--- config.mk ---
export PLATFORM = sky130hd
export DESIGN_NAME = pfci_ctrl
export DESIGN_NICKNAME = d
export VERILOG_FILES = /design/src/sv/pfci_pkg.sv /design/src/sv/pfci_ctrl.sv
export SDC_FILE = /design/constraint.sdc
export NUM_CORES = 1
export LEC_CHECK = 0
export BUFFER_PORTS_ARGS = -buffer_cell sky130_fd_sc_hd__buf_2
export CORE_MARGIN = 2
export CORE_UTILIZATION = 44
export CTS_CLUSTER_DIAMETER = 80
export DETAILED_ROUTE_END_ITERATION = 6
export PLACE_DENSITY = 0.75
export REMOVE_ABC_BUFFERS = 1
export SYNTH_ARGS = -nofsm -noshare
export SYNTH_HDL_FRONTEND = slang
export SYNTH_SLANG_ARGS = --single-unit
--- constraint.sdc ---
create_clock -name i_clk -period 2.7 [get_ports i_clk]
set_input_delay 0.27 -clock i_clk [delete_from_list [all_inputs] [get_ports i_clk]]
set_output_delay 0.27 -clock i_clk [all_outputs]
set_load 0.005 [all_outputs]
--- src/sv/pfci_pkg.sv ---
// Package for the parallel flash command interface: field widths, command
// codes, one-hot state types and the control/status structs.
// No dependencies.
package pfci_pkg;

    // Default geometry (powers of two)
    localparam int unsigned ARRAY_BYTES_DEF  = 262144;
    localparam int unsigned SECTOR_BYTES_DEF = 4096;
    localparam int unsigned BLOCK_BYTES_DEF  = 65536;

    // Field widths
    localparam int unsigned ADDR_W = 18;
    localparam int unsigned DATA_W = 8;
    localparam int unsigned CFG_IDX_W = 3;

    // Bus addresses and command bytes
    localparam logic [15:0] ADDR_UNLOCK_A = 16'h5555;
    localparam logic [15:0] ADDR_UNLOCK_B = 16'h2AAA;
    localparam logic [7:0]  CMD_UNLOCK_A  = 8'hAA;
    localparam logic [7:0]  CMD_UNLOCK_B  = 8'h55;
    localparam logic [7:0]  CMD_ID_ENTRY  = 8'h90;
    localparam logic [7:0]  CMD_PROGRAM   = 8'hA0;
    localparam logic [7:0]  CMD_ERASE     = 8'h80;
    localparam logic [7:0]  CMD_SECTOR    = 8'h30;
    localparam logic [7:0]  CMD_BLOCK     = 8'h50;
    localparam logic [7:0]  CMD_CHIP      = 8'h10;
    localparam logic [7:0]  CMD_RESET     = 8'hF0;
    localparam logic [7:0]  STATUS_TOGGLE = 8'h40;
    localparam logic [7:0]  ERASED_BYTE   = 8'hFF;

    // Configuration register indexes
    localparam logic [CFG_IDX_W-1:0] CFG_MANUF   = 3'd0;
    localparam logic [CFG_IDX_W-1:0] CFG_DEVICE  = 3'd1;
    localparam logic [CFG_IDX_W-1:0] CFG_PROG_BR = 3'd2;
    localparam logic [CFG_IDX_W-1:0] CFG_ERASE_BR = 3'd3;
    localparam logic [CFG_IDX_W-1:0] CFG_BLOCK_EN = 3'd4;
    localparam logic [CFG_IDX_W-1:0] CFG_CHIP_EN  = 3'd5;

    // Command decode phases
    typedef enum logic [6:0] {
        PH_IDLE           = 7'b0000001,
        PH_UNLOCK_A       = 7'b0000010,
        PH_COMMAND        = 7'b0000100,
        PH_PROGRAM        = 7'b0001000,
        PH_ERASE_SETUP    = 7'b0010000,
        PH_ERASE_UNLOCK_A = 7'b0100000,
        PH_ERASE_COMMAND  = 7'b1000000
    } t_phase;

    // Sequencer states
    typedef enum logic [5:0] {
        S_CLEAR = 6'b000001,
        S_IDLE  = 6'b000010,
        S_FETCH = 6'b000100,
        S_EXEC  = 6'b001000,
        S_ERASE = 6'b010000,
        S_OUT   = 6'b100000
    } t_state;

    typedef enum logic [1:0] {
        ER_SECTOR = 2'd0,
        ER_BLOCK  = 2'd1,
        ER_CHIP   = 2'd2
    } t_erase_kind;

    // Controller to datapath
    typedef struct packed {
        logic              capture;
        logic              prog_wr;
        logic              erase_start;
        t_erase_kind       erase_kind;
        logic              res_load;
        logic              res_use_mem;
        logic [DATA_W-1:0] res_byte;
        logic              res_busy;
    } t_ctrl_cmd;

    // Datapath to controller
    typedef struct packed {
        logic              op;
        logic              addr_lsb;
        logic [15:0]       low16;
        logic [DATA_W-1:0] data;
        logic              sweep_active;
    } t_dp_stat;

endpackage

--- src/sv/pfci_ctrl.sv ---
// Controller: sequencer, command decode, busy counter, toggle bit and
// configuration registers. Depends on pfci_pkg.
module pfci_ctrl (
    input  logic                           i_clk,
    input  logic                           i_rst_n,
    input  logic                           i_cfg_we,
    input  logic [pfci_pkg::CFG_IDX_W-1:0] i_cfg_idx,
    input  logic [pfci_pkg::DATA_W-1:0]    i_cfg_data,
    input  logic                           i_in_valid,
    output logic                           o_in_ready,
    output logic                           o_out_valid,
    input  logic                           i_out_ready,
    input  pfci_pkg::t_dp_stat             i_stat,
    output pfci_pkg::t_ctrl_cmd            o_cmd
);
    import pfci_pkg::*;

    t_state r_state, n_state;
    t_phase r_phase, n_phase;
    logic   r_id, n_id;
    logic   r_toggle, n_toggle;
    logic [7:0] r_busy, n_busy;

    logic [7:0] r_manuf, r_device, r_prog_br, r_erase_br;
    logic       r_block_en, r_chip_en;

    logic at_a, at_b;

    assign o_in_ready  = (r_state == S_IDLE);
    assign o_out_valid = (r_state == S_OUT);
    assign at_a = (i_stat.low16 == ADDR_UNLOCK_A);
    assign at_b = (i_stat.low16 == ADDR_UNLOCK_B);

    // Configuration writes
    always_ff @(posedge i_clk) begin
        if (!i_rst_n) begin
            r_manuf    <= 8'hBF;
            r_device   <= 8'h5B;
            r_prog_br  <= 8'd4;
            r_erase_br <= 8'd16;
            r_block_en <= 1'b1;
            r_chip_en  <= 1'b0;
        end else if (i_cfg_we) begin
            case (i_cfg_idx)
                CFG_MANUF:    r_manuf    <= i_cfg_data;
                CFG_DEVICE:   r_device   <= i_cfg_data;
                CFG_PROG_BR:  r_prog_br  <= i_cfg_data;
                CFG_ERASE_BR: r_erase_br <= i_cfg_data;
                CFG_BLOCK_EN: r_block_en <= i_cfg_data[0];
                CFG_CHIP_EN:  r_chip_en  <= i_cfg_data[0];
                default: ;
            endcase
        end
    end

    // Sequencer and command decode
    always_comb begin
        n_state  = r_state;
        n_phase  = r_phase;
        n_id     = r_id;
        n_toggle = r_toggle;
        n_busy   = r_busy;
        o_cmd    = '0;
        case (r_state)
            S_CLEAR: begin
                if (!i_stat.sweep_active) n_state = S_IDLE;
            end
            S_IDLE: begin
                if (i_in_valid) begin
                    o_cmd.capture = 1'b1;
                    n_state = S_FETCH;
                end
            end
            S_FETCH: n_state = S_EXEC;
            S_EXEC: begin
                o_cmd.res_load = 1'b1;
                n_state = S_OUT;
                if (!i_stat.op) begin
                    // read access
                    if (r_busy != 8'd0) begin
                        o_cmd.res_byte = r_toggle ? STATUS_TOGGLE : 8'h00;
                        o_cmd.res_busy = 1'b1;
                        n_toggle = ~r_toggle;
                        n_busy   = r_busy - 8'd1;
                    end else if (r_id) begin
                        o_cmd.res_byte = i_stat.addr_lsb ? r_device : r_manuf;
                    end else begin
                        o_cmd.res_use_mem = 1'b1;
                    end
                end else begin
                    // write access, ignored while busy
                    if (r_busy == 8'd0) begin
                        if (r_phase == PH_PROGRAM) begin
                            o_cmd.prog_wr = 1'b1;
                            n_busy  = r_prog_br;
                            n_phase = PH_IDLE;
                        end else if (i_stat.data == CMD_RESET) begin
                            n_phase = PH_IDLE;
                            n_id    = 1'b0;
                        end else begin
                            case (r_phase)
                                PH_IDLE: begin
                                    if (at_a && i_stat.data == CMD_UNLOCK_A)
                                        n_phase = PH_UNLOCK_A;
                                end
                                PH_UNLOCK_A: begin
                                    n_phase = (at_b && i_stat.data == CMD_UNLOCK_B) ?
                                              PH_COMMAND : PH_IDLE;
                                end
                                PH_COMMAND: begin
                                    n_phase = PH_IDLE;
                                    if (!at_a) begin
                                        n_id = 1'b0;
                                    end else if (i_stat.data == CMD_ID_ENTRY) begin
                                        n_id = 1'b1;
                                    end else if (i_stat.data == CMD_PROGRAM) begin
                                        n_id = 1'b0;
                                        n_phase = PH_PROGRAM;
                                    end else if (i_stat.data == CMD_ERASE) begin
                                        n_id = 1'b0;
                                        n_phase = PH_ERASE_SETUP;
                                    end else begin
                                        n_id = 1'b0;
                                    end
                                end
                                PH_ERASE_SETUP: begin
                                    n_phase = (at_a && i_stat.data == CMD_UNLOCK_A) ?
                                              PH_ERASE_UNLOCK_A : PH_IDLE;
                                end
                                PH_ERASE_UNLOCK_A: begin
                                    n_phase = (at_b && i_stat.data == CMD_UNLOCK_B) ?
                                              PH_ERASE_COMMAND : PH_IDLE;
                                end
                                PH_ERASE_COMMAND: begin
                                    n_phase = PH_IDLE;
                                    if (i_stat.data == CMD_SECTOR) begin
                                        o_cmd.erase_start = 1'b1;
                                        o_cmd.erase_kind  = ER_SECTOR;
                                    end else if (i_stat.data == CMD_BLOCK && r_block_en) begin
                                        o_cmd.erase_start = 1'b1;
                                        o_cmd.erase_kind  = ER_BLOCK;
                                    end else if (i_stat.data == CMD_CHIP && r_chip_en
                                                 && at_a) begin
                                        o_cmd.erase_start = 1'b1;
                                        o_cmd.erase_kind  = ER_CHIP;
                                    end else begin
                                        n_id = 1'b0;
                                    end
                                    if (o_cmd.erase_start) begin
                                        n_busy  = r_erase_br;
                                        n_state = S_ERASE;
                                    end
                                end
                                default: n_phase = PH_IDLE;
                            endcase
                        end
                    end
                    o_cmd.res_busy = (n_busy != 8'd0);
                end
            end
            S_ERASE: begin
                if (!i_stat.sweep_active) n_state = S_OUT;
            end
            S_OUT: begin
                if (i_out_ready) n_state = S_IDLE;
            end
            default: n_state = S_IDLE;
        endcase
    end

    always_ff @(posedge i_clk) begin
        if (!i_rst_n) begin
            r_state  <= S_CLEAR;
            r_phase  <= PH_IDLE;
            r_id     <= 1'b0;
            r_toggle <= 1'b0;
            r_busy   <= 8'd0;
        end else begin
            r_state  <= n_state;
            r_phase  <= n_phase;
            r_id     <= n_id;
            r_toggle <= n_toggle;
            r_busy   <= n_busy;
        end
    end

endmodule

Yosys cells after proc, flatten, opt, wreduce, memory -nomap -nowiden
Cells that the tools add are included.
{ "totals": {"inputBits": 43, "output_inout_bits": 18, "ff_bits": 57} }
{ "classes": {"n_bitwise": 3, "n_eq_ne": 37, "addsub": 1, "n_reduce_logical": 22, "muxes": 65} }
{ "op_table": {"columns": ["op", "n"], "rows": [
  ["8-bit 2-to-1 mux", 12],
  ["6-bit 2-to-1 mux", 11],
  ["8-bit == test, second input constant", 5],
  ["3-bit 2-to-1 mux", 13],
  ["6-bit case mux with 6 select lines", 1],
  ["7-bit 2-to-1 mux", 5],
  ["7-bit case mux with 5 select lines", 1],
  ["5-bit 2-to-1 mux", 4],
  ["16-bit by 14-bit == test with 1-bit output, second input constant", 1],
  ["16-bit by 15-bit == test with 1-bit output, second input constant", 1],
  ["8-bit by 7-bit == test with 1-bit output, second input constant", 2],
  ["8-bit nonzero test", 2],
  ["15-bit 2-to-1 mux", 1],
  ["2-bit AND reduction", 7],
  ["1-bit 2-to-1 mux", 13],
  ["9-bit 2-to-1 mux", 1],
  ["3-bit inequality test, second input constant", 3],
  ["8-bit by 5-bit == test with 1-bit output, second input constant", 1],
  ["8-bit by 6-bit == test with 1-bit output, second input constant", 1],
  ["8-bit logical NOT", 1],
  ["4-bit 2-to-1 mux", 2],
  ["4-bit AND reduction", 2],
  ["8-bit AND reduction", 1],
  ["8-bit by 1-bit subtractor with 8-bit output, second input constant", 1],
  ["other kinds (26)", 36]
]} }

Logic depth before layout (Yosys ltp)
{ "depth": {"word_depth": 22, "ltp_mapped": 10, "ltp_nobuf": 9} }

Worst setup path before layout
No wires, ideal clock.
{ "synth_path": {"path_type": "reg2out", "startpoint": "register r_phase[0]", "endpoint": "output port o_cmd[0] (netlist name)", "slack_ns": 0.438, "path_stages_with_launch": 10, "required_time_ns": 2.430, "arrival_ns": 1.992, "n_path_buf": 2, "cell_sequence": "dfxtp_1 > buf_2 > or4_4 > nor4b_4 > and2_1 > o21ai_2 > buf_6 > o21ai_1 > a211oi_1 > a31oi_1"} }
{ "synth_lines": {"columns": ["item", "line", "source"], "rows": [
  ["start: declaration", "pfci_ctrl.sv:19", "t_phase r_phase, n_phase;"],
  ["start signal: assignment", "pfci_ctrl.sv:180", "r_phase <= n_phase;"],
  ["end: declaration", "pfci_ctrl.sv:14", "output pfci_pkg::t_ctrl_cmd o_cmd"]
]} }

==> run metrics <==
DRT Pass-1 Iters 5; row count 31; setup slack at placement around 0.16 ns; share of the synthesized area in the top cell type 34.7%; clk_lat worst skew 0.34 ns; Max Clock Skew 0.00806 ns; max-slew violation count 0; Rel. slew slack 33.2%; cell with the most instances after synthesis nand2_1; R2R depth 9; #FFs+latches synth 57; failing checks negative setup slack; post-route minimum period 2.77 ns; H-tree Lvls 3; share of post-route cells with drive strength above 1 25.0%; Flop pwr share 48.0%; post-synth top area cell dfxtp_1; # IOs 61; HP Start i_cfg_data[4]; antenna cells 0; die area 8170 um2; Seq/Total Area, Yosys about a third; footprint of the multi-input gates 2050 um2; internal power around 1.4 mW; WHS Endpoint r_manuf[4]; Synth Flop Type dfxtp_1; grt met2 use 36.2%; CTS Buffer Depth 2; Max Fanout on Critical Path 6; ys async rst share 0%; PD cells around 450 nW/um2; Setup WS post-layout -0.0717 ns; critical path launch point type register; CTS clk-pin slew, worst paths about 0.07 ns; outcome finished, violations left; initial antenna violation count 0; final instance area 4020 um2; TritonCTS clock tree built; number of global-route vias before repair 3,232; Final Hold Vio Count 0; M1 GR Usage 27.1%; nets 555; Worst-Margin Slew 0.994 ns; GRT overflow 0; Final GP Congestion 0.972; Vias/cell 5.88; Synth Area in Adders 0.381%; fraction of power consumed by the clock network a little over two fifths; Synth Area in Simple Gates 38.9%; Top Usage Layer GRT met2; fillcell total 694; fraction of power spent switching nets 25.6%; Post-CTS Hold Buffers 0; Seq. cell area 1150 um2; flop2flop setup slack just under 0.3 ns; post-synthesis xor/xnor area fraction 1.33%; Detailed Route Iter0 Violations 350; ANT nets after route 0; Final setup viols 1; area grow syn2layout 22.5%; Detailed Route WL 9.22 mm; Final Non-Filler Cells 615; Die Span Y between 90 and 100 um; synth unique cells 64; via count roughly 3,600; Max Freq 361 MHz; Synth Area in Compound Gates 17.5%; Tcrit/Tclk final 103%; largest family of logic cells by synthesized area simple AND/OR/NAND/NOR gates; Num CTS Buffers 9; GRT Resource Usage Total 21.5%; Reg2Reg Launch Point r_phase[0]; Critical Path RT 2.43 ns; crit end category output port; Initial Util a little under half; critical setup path kind reg -> out; Yosys warnings 0; DP Wirelength 6.59 mm; Max-Cap Viols 0; mean routed wirelength per cell 15.0 um; total power 1.81 mW; DRC errors left 0; port bufs 60; worst hold path type in -> reg; Cells after Synth 440; Lkg Pwr 1.60 nW; largest net degree at the start of global routing 38; leading cell types by count after synthesis nand2_1, dfxtp_1, nor2_1, a21oi_1, nand3_1; Reg2Reg Capture Point r_busy[7]; Post-synth EDFFs 0; WP data arrival 2.50 ns; Placed Instances 588; clock tree sinks 57; first-pass GRT wire length 14.7 mm; post-synthesis instance area around 3300 um2; RSZ-0062 raised after global routing yes; Post-Syn Area per Cell 7.46 um2; placed cell area roughly 3700 um2; net load switching power 0.464 mW; Die X roughly 90 um; met3 usage 4.34%; multiplexer share of the synthesized area 2.74%; combinational share of power 9.1%; CTS root buf clkbuf_8; Core Footprint 7250 um2; top cells by area, synth dfxtp_1, nand2_1, a21oi_1; peak supply drop 318 uV; Hold Path Stages 3
timing repair:
action / 4_1_cts / 5_1_grt
resized for setup: 6 / 11
setup endpoints to repair: 8 / 11
pin swaps: 5 / 8
setup buffers: 3 / 8
final cells by class:
cell class	count	share of cell area (%)
clock buffers	11	3.27
multi-input cells	349	51.0
clock inverters	5	1.40
repair buffers	83	11.7
well taps	99	3.08
flip-flops and latches	57	28.5
inverters	11	1.03
critical path: stages, from the launching register on:
cell and delay, ns:
dfxtp_4 0.36, or4_4 0.56, nor4b_4 0.29, and2_4 0.21, o21ai_4 0.10, o22a_1 0.26, o22ai_2 0.12, a31oi_1 0.11
buf_2 0.16
metrics by stage:
| step | TNS [ns] | utilization [%] | hold slack, ns |
|---|---|---|---|
| 5_1_grt | -0.184 | 55.5 | 0.203 |
| 2_1_floorplan | 0 | - | 0.332 |
| 4_1_cts | -0.0329 | 54.2 | 0.187 |
| 3_5_place_dp | 0 | 50.9 | 0.454 |
| 3_3_place_gp | 0 | 50.9 | 0.446 |
| 6_report | -0.0717 | 55.5 | 0.196 |
worst max-delay path by stage:
stage,from,endpoint,slack [ns],cells after the start
after global routing,r_phase[0],o_cmd[0],-0.15,8
after global placement,i_stat[10],o_cmd[0],0.24,9
after floorplan,r_busy[0],r_busy[3],0.46,9
after CTS,r_phase[0],o_cmd[0],-0.03,8
after detailed placement,i_stat[10],o_cmd[0],0.16,9
final,r_phase[0],o_cmd[0],-0.07,8
kinds of logic (layout without fill, tap and decap cells):
family,count (synthesis),count (layout)
mux,9,9
simple gates,243,243
xor+xnor,5,5
compound gates,91,91
flops,57,57
buf+inv,34,110
fa+ha+maj,1,1
power groups by stage:
stage / logic (mW) / registers [mW] / clock network [mW]
finish: 0.165 / 0.871 / 0.778
floorplan: 0.0805 / 0.887 / 0
CTS: 0.162 / 0.872 / 0.787
global route: 0.182 / 0.873 / 0.822
detailed placement: 0.161 / 0.891 / 0
global placement: 0.156 / 0.891 / 0
registers in the layout, summed over array words and instances (netlist names):
name,count
r_busy,8
r_device,8
r_erase_br,8
r_manuf,8
r_prog_br,8
r_phase,7
r_state,6
r_block_en,1
r_chip_en,1
r_id,1
r_toggle,1
placed cells by master (no fill, tap or decap), types with 3 or more instances in the layout:
master	Yosys	layout
nor4b_1	5	5
buf_2	2	60
buf_4	0	22
or3_1	6	6
nand3_1	25	25
o31ai_1	3	3
nor3_2	1	3
nand3b_1	4	4
nand2_1	86	86
inv_2	2	4
inv_1	9	7
a211oi_1	4	4
or4b_2	3	3
clkbuf_8	0	9
o21ai_2	2	3
a31oi_1	4	4
nor2_1	41	39
nand4b_1	4	4
xnor2_1	3	3
o21ai_1	13	11
mux2i_1	9	9
and2_1	5	4
a21oi_1	35	35
o21ai_0	8	8
nor4_1	9	9
dfxtp_1	57	55
nor4bb_1	6	6
nand2b_1	5	5
nor3_1	19	17
nand4_1	7	7
layer usage:
metal / share of wire [%] / vias up
li1: - / 1732
met1: 44 / 1689
met2: 47 / 173
met3: 6.7 / 24
met4: 2.7 / 0
met5: 0 / -
Power figures use the tool's default switching activity.
